File: src/hw/rtl/postfix_predicate_evaluator_defines.svh
// Assertion macros for the postfix predicate evaluator.
// Expects clk and rst_n in the scope where a macro is used.
`ifndef POSTFIX_PREDICATE_EVALUATOR_DEFINES_SVH
`define POSTFIX_PREDICATE_EVALUATOR_DEFINES_SVH

// same-cycle implication
`define PPE_ASSERT_IMP(label, ante, cons) \
  label: assert property (@(posedge clk) disable iff (!rst_n) (ante) |-> (cons)) \
    else $error("ppe: same-cycle check failed");

// next-cycle implication
`define PPE_ASSERT_NXT(label, ante, cons) \
  label: assert property (@(posedge clk) disable iff (!rst_n) (ante) |=> (cons)) \
    else $error("ppe: next-cycle check failed");

`endif

File: src/hw/rtl/ppe_pkg.sv
// Package for the postfix predicate evaluator: operation codes and payload types.
// No dependencies.
package ppe_pkg;

  localparam logic [4:0] MODE_LOAD_VALUE  = 5'd0;
  localparam logic [4:0] MODE_LOAD_BOOL   = 5'd1;
  localparam logic [4:0] MODE_LOAD_HEADER = 5'd2;
  localparam logic [4:0] MODE_ADD         = 5'd3;
  localparam logic [4:0] MODE_EQ          = 5'd4;
  localparam logic [4:0] MODE_NEQ         = 5'd5;
  localparam logic [4:0] MODE_GT          = 5'd6;
  localparam logic [4:0] MODE_LT          = 5'd7;
  localparam logic [4:0] MODE_GE          = 5'd8;
  localparam logic [4:0] MODE_LE          = 5'd9;
  localparam logic [4:0] MODE_AND         = 5'd10;
  localparam logic [4:0] MODE_OR          = 5'd11;
  localparam logic [4:0] MODE_NOT         = 5'd12;
  localparam logic [4:0] MODE_BITAND      = 5'd13;
  localparam logic [4:0] MODE_BITOR       = 5'd14;
  localparam logic [4:0] MODE_BITXOR      = 5'd15;
  localparam logic [4:0] MODE_BITNOT      = 5'd16;
  localparam logic [4:0] MODE_VALID       = 5'd17;

  typedef struct packed {
    logic [4:0]  mode;
    logic [31:0] operand_value;
    logic        flag_value;
    logic        last_op;
  } in_item_t;

  typedef struct packed {
    logic predicate_true;
    logic stack_fault;
  } out_item_t;

endpackage

File: src/hw/rtl/postfix_predicate_evaluator.sv
// Postfix predicate evaluator: value, boolean and header-valid stacks in registers.
// Depends on ppe_pkg and postfix_predicate_evaluator_defines.svh.
//
// Usage:
//   in_valid/in_stall/in_item carry one postfix operation per transfer. A
//   transfer happens on a rising edge with valid high and stall low.
//   out_valid/out_stall/out_item carry one result per expression, produced
//   by the operation flagged last_op: the top boolean and a sticky fault bit
//   covering underflow and overflow of any stack in that expression.
//   Timing: an operation is registered on its input transfer and executed
//   against the stack tops in the following cycle, unless it is a last
//   operation held by a stall; its result then goes to the result register.
//   Throughput: one operation per cycle while in_stall is low, with one add
//   or compare per operation on the stack tops.
//   Stalls: while the result register is full and stalled, a pending last
//   operation waits and in_stall rises; other operations keep flowing.
//   Reset: synchronous, active low; empties all stacks, clears the fault
//   flag and drops any pending operation or result.
`include "postfix_predicate_evaluator_defines.svh"

module postfix_predicate_evaluator #(
  parameter int VALUE_WIDTH = 32,
  parameter int STACK_DEPTH = 8
) (
  input  logic                 clk,
  input  logic                 rst_n,
  input  logic                 in_valid,
  output logic                 in_stall,
  input  ppe_pkg::in_item_t    in_item,
  output logic                 out_valid,
  input  logic                 out_stall,
  output ppe_pkg::out_item_t   out_item
);

  localparam int DW = $clog2(STACK_DEPTH + 1);
  localparam logic [DW-1:0] D_ZERO = '0;
  localparam logic [DW-1:0] D_ONE  = DW'(1);
  localparam logic [DW-1:0] D_TWO  = DW'(2);
  localparam logic [DW-1:0] D_FULL = DW'(STACK_DEPTH);

  logic                 s1_valid_r;
  ppe_pkg::in_item_t    s1_item_r;
  logic                 s1_go;
  logic                 out_valid_r;
  ppe_pkg::out_item_t   out_item_r;
  ppe_pkg::out_item_t   out_item_nxt;
  logic                 out_free;

  logic [VALUE_WIDTH-1:0] vstk_r   [STACK_DEPTH];
  logic [VALUE_WIDTH-1:0] vstk_nxt [STACK_DEPTH];
  logic                   tstk_r   [STACK_DEPTH];
  logic                   tstk_nxt [STACK_DEPTH];
  logic                   hstk_r   [STACK_DEPTH];
  logic                   hstk_nxt [STACK_DEPTH];
  logic [DW-1:0] vdep_r, vdep_nxt;
  logic [DW-1:0] tdep_r, tdep_nxt;
  logic [DW-1:0] hdep_r, hdep_nxt;
  logic          fault_r, fault_nxt;

  logic [VALUE_WIDTH+31:0] opnd_ext;
  logic [VALUE_WIDTH-1:0]  opnd;
  logic [VALUE_WIDTH-1:0]  v_l, v_r, v_sum;
  logic                    t_l, t_r, h_top, cmp_res;
  logic [DW-1:0]           v_pop1, v_pop2, t_pop1, t_pop2, h_pop1;
  logic                    cmp_fault;
  logic                    depth_ok;
  logic                    stacks_clear;

  // ---------------------------------------------------------------------------
  // Handshake
  // ---------------------------------------------------------------------------
  assign out_free  = !out_valid_r || !out_stall;
  assign s1_go     = s1_valid_r && (!s1_item_r.last_op || out_free);
  assign in_stall  = s1_valid_r && !s1_go;
  assign out_valid = out_valid_r;
  assign out_item  = out_item_r;

  always_ff @(posedge clk) begin
    if (!rst_n) begin
      s1_valid_r <= 1'b0;
    end else if (in_valid && !in_stall) begin
      s1_valid_r <= 1'b1;
    end else if (s1_go) begin
      s1_valid_r <= 1'b0;
    end
  end

  always_ff @(posedge clk) begin
    if (in_valid && !in_stall) begin
      s1_item_r <= in_item;
    end
  end

  // ---------------------------------------------------------------------------
  // Stack tops and operation results
  // ---------------------------------------------------------------------------
  assign opnd_ext = {{VALUE_WIDTH{1'b0}}, s1_item_r.operand_value};
  assign opnd     = opnd_ext[VALUE_WIDTH-1:0];

  assign v_r    = (vdep_r >= D_ONE) ? vstk_r[0] : '0;
  assign v_l    = (vdep_r >= D_TWO) ? vstk_r[1] : '0;
  assign t_r    = (tdep_r >= D_ONE) ? tstk_r[0] : 1'b0;
  assign t_l    = (tdep_r >= D_TWO) ? tstk_r[1] : 1'b0;
  assign h_top  = (hdep_r >= D_ONE) ? hstk_r[0] : 1'b0;
  assign v_pop1 = (vdep_r >= D_ONE) ? vdep_r - D_ONE : D_ZERO;
  assign v_pop2 = (vdep_r >= D_TWO) ? vdep_r - D_TWO : D_ZERO;
  assign t_pop1 = (tdep_r >= D_ONE) ? tdep_r - D_ONE : D_ZERO;
  assign t_pop2 = (tdep_r >= D_TWO) ? tdep_r - D_TWO : D_ZERO;
  assign h_pop1 = (hdep_r >= D_ONE) ? hdep_r - D_ONE : D_ZERO;
  assign v_sum  = v_l + v_r;
  assign cmp_fault = (vdep_r < D_TWO);

  always_comb begin
    case (s1_item_r.mode)
      ppe_pkg::MODE_EQ:  cmp_res = (v_l == v_r);
      ppe_pkg::MODE_NEQ: cmp_res = (v_l != v_r);
      ppe_pkg::MODE_GT:  cmp_res = (v_l > v_r);
      ppe_pkg::MODE_LT:  cmp_res = (v_l < v_r);
      ppe_pkg::MODE_GE:  cmp_res = (v_l >= v_r);
      default:           cmp_res = (v_l <= v_r);
    endcase
  end

  // ---------------------------------------------------------------------------
  // Stack update
  // ---------------------------------------------------------------------------
  always_comb begin
    vstk_nxt     = vstk_r;
    tstk_nxt     = tstk_r;
    hstk_nxt     = hstk_r;
    vdep_nxt     = vdep_r;
    tdep_nxt     = tdep_r;
    hdep_nxt     = hdep_r;
    fault_nxt    = fault_r;
    out_item_nxt = '0;

    if (s1_go) begin
      unique case (s1_item_r.mode) inside
        ppe_pkg::MODE_LOAD_VALUE: begin
          if (vdep_r == D_FULL) begin
            fault_nxt = 1'b1;
          end else begin
            for (int i = 1; i < STACK_DEPTH; i++) vstk_nxt[i] = vstk_r[i-1];
            vstk_nxt[0] = opnd;
            vdep_nxt    = vdep_r + D_ONE;
          end
        end
        ppe_pkg::MODE_LOAD_BOOL: begin
          if (tdep_r == D_FULL) begin
            fault_nxt = 1'b1;
          end else begin
            for (int i = 1; i < STACK_DEPTH; i++) tstk_nxt[i] = tstk_r[i-1];
            tstk_nxt[0] = s1_item_r.flag_value;
            tdep_nxt    = tdep_r + D_ONE;
          end
        end
        ppe_pkg::MODE_LOAD_HEADER: begin
          if (hdep_r == D_FULL) begin
            fault_nxt = 1'b1;
          end else begin
            for (int i = 1; i < STACK_DEPTH; i++) hstk_nxt[i] = hstk_r[i-1];
            hstk_nxt[0] = s1_item_r.flag_value;
            hdep_nxt    = hdep_r + D_ONE;
          end
        end
        ppe_pkg::MODE_ADD, ppe_pkg::MODE_BITAND, ppe_pkg::MODE_BITOR,
        ppe_pkg::MODE_BITXOR: begin
          if (cmp_fault) fault_nxt = 1'b1;
          for (int i = 1; i + 1 < STACK_DEPTH; i++) vstk_nxt[i] = vstk_r[i+1];
          case (s1_item_r.mode)
            ppe_pkg::MODE_ADD:    vstk_nxt[0] = v_sum;
            ppe_pkg::MODE_BITAND: vstk_nxt[0] = v_l & v_r;
            ppe_pkg::MODE_BITOR:  vstk_nxt[0] = v_l | v_r;
            default:              vstk_nxt[0] = v_l ^ v_r;
          endcase
          vdep_nxt = v_pop2 + D_ONE;
        end
        ppe_pkg::MODE_EQ, ppe_pkg::MODE_NEQ, ppe_pkg::MODE_GT, ppe_pkg::MODE_LT,
        ppe_pkg::MODE_GE, ppe_pkg::MODE_LE: begin
          if (cmp_fault) fault_nxt = 1'b1;
          for (int i = 0; i + 2 < STACK_DEPTH; i++) vstk_nxt[i] = vstk_r[i+2];
          vdep_nxt = v_pop2;
          if (tdep_r == D_FULL) begin
            fault_nxt = 1'b1;
          end else begin
            for (int i = 1; i < STACK_DEPTH; i++) tstk_nxt[i] = tstk_r[i-1];
            tstk_nxt[0] = cmp_res;
            tdep_nxt    = tdep_r + D_ONE;
          end
        end
        ppe_pkg::MODE_AND, ppe_pkg::MODE_OR: begin
          if (tdep_r < D_TWO) fault_nxt = 1'b1;
          for (int i = 1; i + 1 < STACK_DEPTH; i++) tstk_nxt[i] = tstk_r[i+1];
          tstk_nxt[0] = (s1_item_r.mode == ppe_pkg::MODE_AND) ? (t_l & t_r) : (t_l | t_r);
          tdep_nxt    = t_pop2 + D_ONE;
        end
        ppe_pkg::MODE_NOT: begin
          if (tdep_r == D_ZERO) fault_nxt = 1'b1;
          tstk_nxt[0] = ~t_r;
          tdep_nxt    = t_pop1 + D_ONE;
        end
        ppe_pkg::MODE_BITNOT: begin
          if (vdep_r == D_ZERO) fault_nxt = 1'b1;
          vstk_nxt[0] = ~v_r;
          vdep_nxt    = v_pop1 + D_ONE;
        end
        ppe_pkg::MODE_VALID: begin
          if (hdep_r == D_ZERO) fault_nxt = 1'b1;
          for (int i = 0; i + 1 < STACK_DEPTH; i++) hstk_nxt[i] = hstk_r[i+1];
          hdep_nxt = h_pop1;
          if (tdep_r == D_FULL) begin
            fault_nxt = 1'b1;
          end else begin
            for (int i = 1; i < STACK_DEPTH; i++) tstk_nxt[i] = tstk_r[i-1];
            tstk_nxt[0] = h_top;
            tdep_nxt    = tdep_r + D_ONE;
          end
        end
        default: begin
        end
      endcase

      if (s1_item_r.last_op) begin
        out_item_nxt.predicate_true = (tdep_nxt != D_ZERO) ? tstk_nxt[0] : 1'b0;
        out_item_nxt.stack_fault    = fault_nxt || (tdep_nxt == D_ZERO);
        vdep_nxt  = D_ZERO;
        tdep_nxt  = D_ZERO;
        hdep_nxt  = D_ZERO;
        fault_nxt = 1'b0;
      end
    end
  end

  always_ff @(posedge clk) begin
    if (!rst_n) begin
      vdep_r  <= D_ZERO;
      tdep_r  <= D_ZERO;
      hdep_r  <= D_ZERO;
      fault_r <= 1'b0;
    end else begin
      vdep_r  <= vdep_nxt;
      tdep_r  <= tdep_nxt;
      hdep_r  <= hdep_nxt;
      fault_r <= fault_nxt;
    end
  end

  always_ff @(posedge clk) begin
    vstk_r <= vstk_nxt;
    tstk_r <= tstk_nxt;
    hstk_r <= hstk_nxt;
  end

  // ---------------------------------------------------------------------------
  // Result register
  // ---------------------------------------------------------------------------
  always_ff @(posedge clk) begin
    if (!rst_n) begin
      out_valid_r <= 1'b0;
    end else if (s1_go && s1_item_r.last_op) begin
      out_valid_r <= 1'b1;
    end else if (out_valid_r && !out_stall) begin
      out_valid_r <= 1'b0;
    end
  end

  always_ff @(posedge clk) begin
    if (s1_go && s1_item_r.last_op) begin
      out_item_r <= out_item_nxt;
    end
  end

  // ---------------------------------------------------------------------------
  // Assertions
  // ---------------------------------------------------------------------------
  assign depth_ok     = (vdep_r <= D_FULL) && (tdep_r <= D_FULL) && (hdep_r <= D_FULL);
  assign stacks_clear = (vdep_r == D_ZERO) && (tdep_r == D_ZERO) && (hdep_r == D_ZERO)
                        && !fault_r;

  `PPE_ASSERT_IMP(a_depth_bound, 1'b1, depth_ok)
  `PPE_ASSERT_NXT(a_last_clears, s1_go && s1_item_r.last_op, out_valid_r && stacks_clear)
  `PPE_ASSERT_IMP(a_stall_cause, in_stall, s1_valid_r && s1_item_r.last_op && !out_free)

endmodule

File: config.mk
export PLATFORM = sky130hd
export DESIGN_NAME = postfix_predicate_evaluator
export DESIGN_NICKNAME = d
export VERILOG_FILES = /design/src/hw/rtl/ppe_pkg.sv /design/src/hw/rtl/postfix_predicate_evaluator.sv
export VERILOG_INCLUDE_DIRS = /design/src /design/src/hw/rtl
export SDC_FILE = /design/constraint.sdc
export NUM_CORES = 1
export LEC_CHECK = 0
export ABC_AREA = 1
export BUFFER_PORTS_ARGS = -buffer_cell sky130_fd_sc_hd__buf_4
export CORE_MARGIN = 2
export CORE_UTILIZATION = 60
export CTS_CLUSTER_SIZE = 20
export DETAILED_ROUTE_END_ITERATION = 10
export GPL_TIMING_DRIVEN = 0
export PLACE_DENSITY = 0.77
export SYNTH_ARGS = -nofsm -noshare
export SYNTH_HDL_FRONTEND = slang
export SYNTH_SLANG_ARGS = --single-unit
export TNS_END_PERCENT = 5
File: constraint.sdc
create_clock -name clk -period 14.5 [get_ports clk]
set_clock_uncertainty 0.2 [all_clocks]
set_input_delay 2.175 -clock clk [delete_from_list [all_inputs] [get_ports clk]]
set_output_delay 2.175 -clock clk [all_outputs]
set_load 0.02 [all_outputs]
==> qor.yml <==
status:
  status: "complete, no violations"
sta:
  rsz0062_at_grt: "false"
  hold_viol: 0
  tightest_slew_ns: 1.08
  setup_viol: 0
  period_share_pct: 35.6
  report.final.slew_viol_count: 0
  period_minus_slack_ns: 5.17
  fin_tns_setup_ns: 0
  fin_ws_ns: 9.33
  max_freq_ghz: 0.194
  relSlewSlack_pct: 28.1
setup_path:
  r2r_end: "vstk_r[248]$_DFFE_PP_"
  rr_worst_depth: 26
  cp_cell_sequence: "buf_4 > nand2_1 > inv_1 > nand3_1 > inv_1 > buf_4"
  crit_family: "buffers and inverters"
  crit_cells: 6
  cp.arrival_ns: 2.79
  end_kind: "output pin"
  critPathMaxStageDelay_ns: 0.16
  reg2reg_from: "vdep_r[0]$_SDFFE_PN0P_"
  startpoint_type: "primary input"
  worstPathRequired_ns: 12.12
  rrSetupSlack_ns: 9.56
  path_buf_inv: 4
  worst-path-max-fanout: 3
  critPathSlowestCell: "buf_4"
  path_class: "primary input to output pin"
min_path:
  hold_start: "vstk_r[56]$_DFFE_PP_"
  hp-class: "flip-flop to flip-flop"
  hold_depth: 0
  hold_path_end: "vstk_r[24]$_DFFE_PP_"
floorplanning:
  io_pins: 47
  die-area_sq_um: 34800
  num_rows: 66
  core_sq_um: 32700
  dieWidth_microns: 187
  die_y_microns: 187
  start_util_pct: 61.2
flow_run:
  drv_cap: 0
cts:
  cts_resized: 0
  cts_setup_buffers: 0
  clock_latency_ns: 0.55
  cts_buffer_depth: 3
  cts_sinks: 328
  path_clk_slew_ns: 0.06
  cts_root_buf: "clkbuf_16"
  htree_levels: 2
  cts_tree: "done"
  cts_made_buffers: 36
  cts_hold_buf: 0
synthesis:
  synthTopCellsByCount: "377 x nand2_1, 370 x inv_1, 313 x edfxtp_1"
  synth-seq-cells: 328
  synthArstFlopShare_pct: 0
  synthTopCellsByArea: "edfxtp_1 47%, ha_1 7.1%, nand2_1 7.1%"
  netlist_area_sq_um: 20000
  ys_warn_count: 0
  yosys.cell_count.top_type: "nand2_1"
  syn_area_per_cell_sq_um: 8.85
  ys_seq_area_share_pct: 48.5
  ys_types: 51
  synth_edf_count: 313
  yosys.area.top_type: "edfxtp_1"
  synth_nets: 2421
  synth_top_area_share_pct: 47.0
  netlist_instances: 2263
  synth_ff_type: "edfxtp_1"
placement:
  gp_congestion: 1.00
  pre_cts_slack_ns: 9.35
  dpl_cell_area_sq_um: 21200
  dp_hpwl_microns: 50000
  portBuffers: 46
route:
  drt_iter0_drc: 3029
  drc: 0
  wl_per_cell_microns: 23.6
  wl_microns: 66700
  vias_per_cell: 6.48
  first_pass_iters: 7
  via_count: 18300
  ant_nets: 0
power:
  p_seq_share_pct: 46.6
  p_switching_mw: 0.624
  ir_drop_uv: 95.9
  finalPower_mw: 2.36
  clkPwrFrac_pct: 40.7
  comb_power_share_pct: 12.7
  switching_share_pct: 26.4
  p_per_area_nw_per_um2: 105
  power.internal_mw: 1.74
  p_leak_nw: 9.84
finish:
  area_delta_synth_final_pct: 12.1
  finalNetCount: 2518
  stdcell_area_sq_um: 22400
  layout-drive-gt1-share_pct: 6.92
  final_util_pct: 68.6
global_routing:
  grt_pass1_wl_microns: 101000
  grt_antenna_before_repair: 1
  grt_start_max_net_pins: 33
  grt-ovfl-total: 0
  grt.busiest_layer: "met2"
  grt_use_total_pct: 37.7
  use_met2_pct: 55.4
  first_global_vias: 17100
  met3_usage_pct: 8.12
  met1_usage_pct: 54.3
[power by group through the flow]
stage | sequential, mW | clock (mW) | combinational, mW
3_5_place_dp | 1.12 | 0 | 0.286
2_1_floorplan | 1.11 | 0 | 0.186
4_1_cts | 1.10 | 0.958 | 0.288
3_3_place_gp | 1.13 | 0 | 0.271
5_1_grt | 1.10 | 0.994 | 0.322
6_report | 1.10 | 0.961 | 0.299
[placed cells by master (no fill, tap or decap), drive strengths merged, types with 13 or more instances in the layout]
cell type  instances
nand2            378
nand3            263
o21ai            105
buf               99
o211ai            15
inv              379
a211oi            15
clkbuf           127
o22ai             43
nor3              23
edfxtp           313
ha               114
a21oi            105
dfxtp             15
clkinv            14
nand4             13
nor2             119
o221ai           124
a22oi             44
[through the flow]
step                      hold slack, ns  cells
final                              0.253   2829
after global routing               0.262   2828
after CTS                          0.253   2828
after detailed placement           0.238   2764
after global placement             0.230   2751
after floorplan                    0.226   2263
[worst max-delay path by stage]
stage,from,to,slack [ns]
2_1_floorplan,out_stall,vstk_r[100]$_DFFE_PP_,3.08
3_3_place_gp,out_stall,vstk_r[122]$_DFFE_PP_,-0.61
3_5_place_dp,out_stall,in_stall,9.35
4_1_cts,out_stall,in_stall,9.35
5_1_grt,out_stall,in_stall,9.30
6_report,out_stall,in_stall,9.33
[final cells by class]
cell class,count,area (sq um)
diodes,1,2.50
plain buffers,122,490
clock buffers,45,965
clock inverters,19,236
fillers,2611,10300
inverters,379,1420
multi-input cells,1434,8450
flip-flops and latches,328,9700
well taps,442,553
repair buffers,59,617
[sequential cells by signal, indices dropped and copies added (netlist names)]
signal      flops
out_item        2
out_valid       1
hstk_r          8
tdep_r          4
fault_r         1
vstk_r        256
s1_item_r       7
opnd           32
tstk_r          8
vdep_r          4
s1_valid_r      1
hdep_r          4
[layer usage]
layer / up-vias / wire length [microns]
li1: 8146 / -
met1: 8656 / 26400
met2: 1351 / 28400
met3: 180 / 8950
met4: 0 / 2920
met5: - / 0
[cell families after synthesis]
| group | Yosys count | synth area share, % |
|---|---|---|
| xor+xnor | 11 | 0.481 |
| flops | 328 | 48.5 |
| simple gates | 817 | 17.9 |
| fa+ha+maj | 115 | 7.23 |
| compound gates | 491 | 16.4 |
| buf+inv | 501 | 9.56 |
Power figures use the tool's default switching activity.
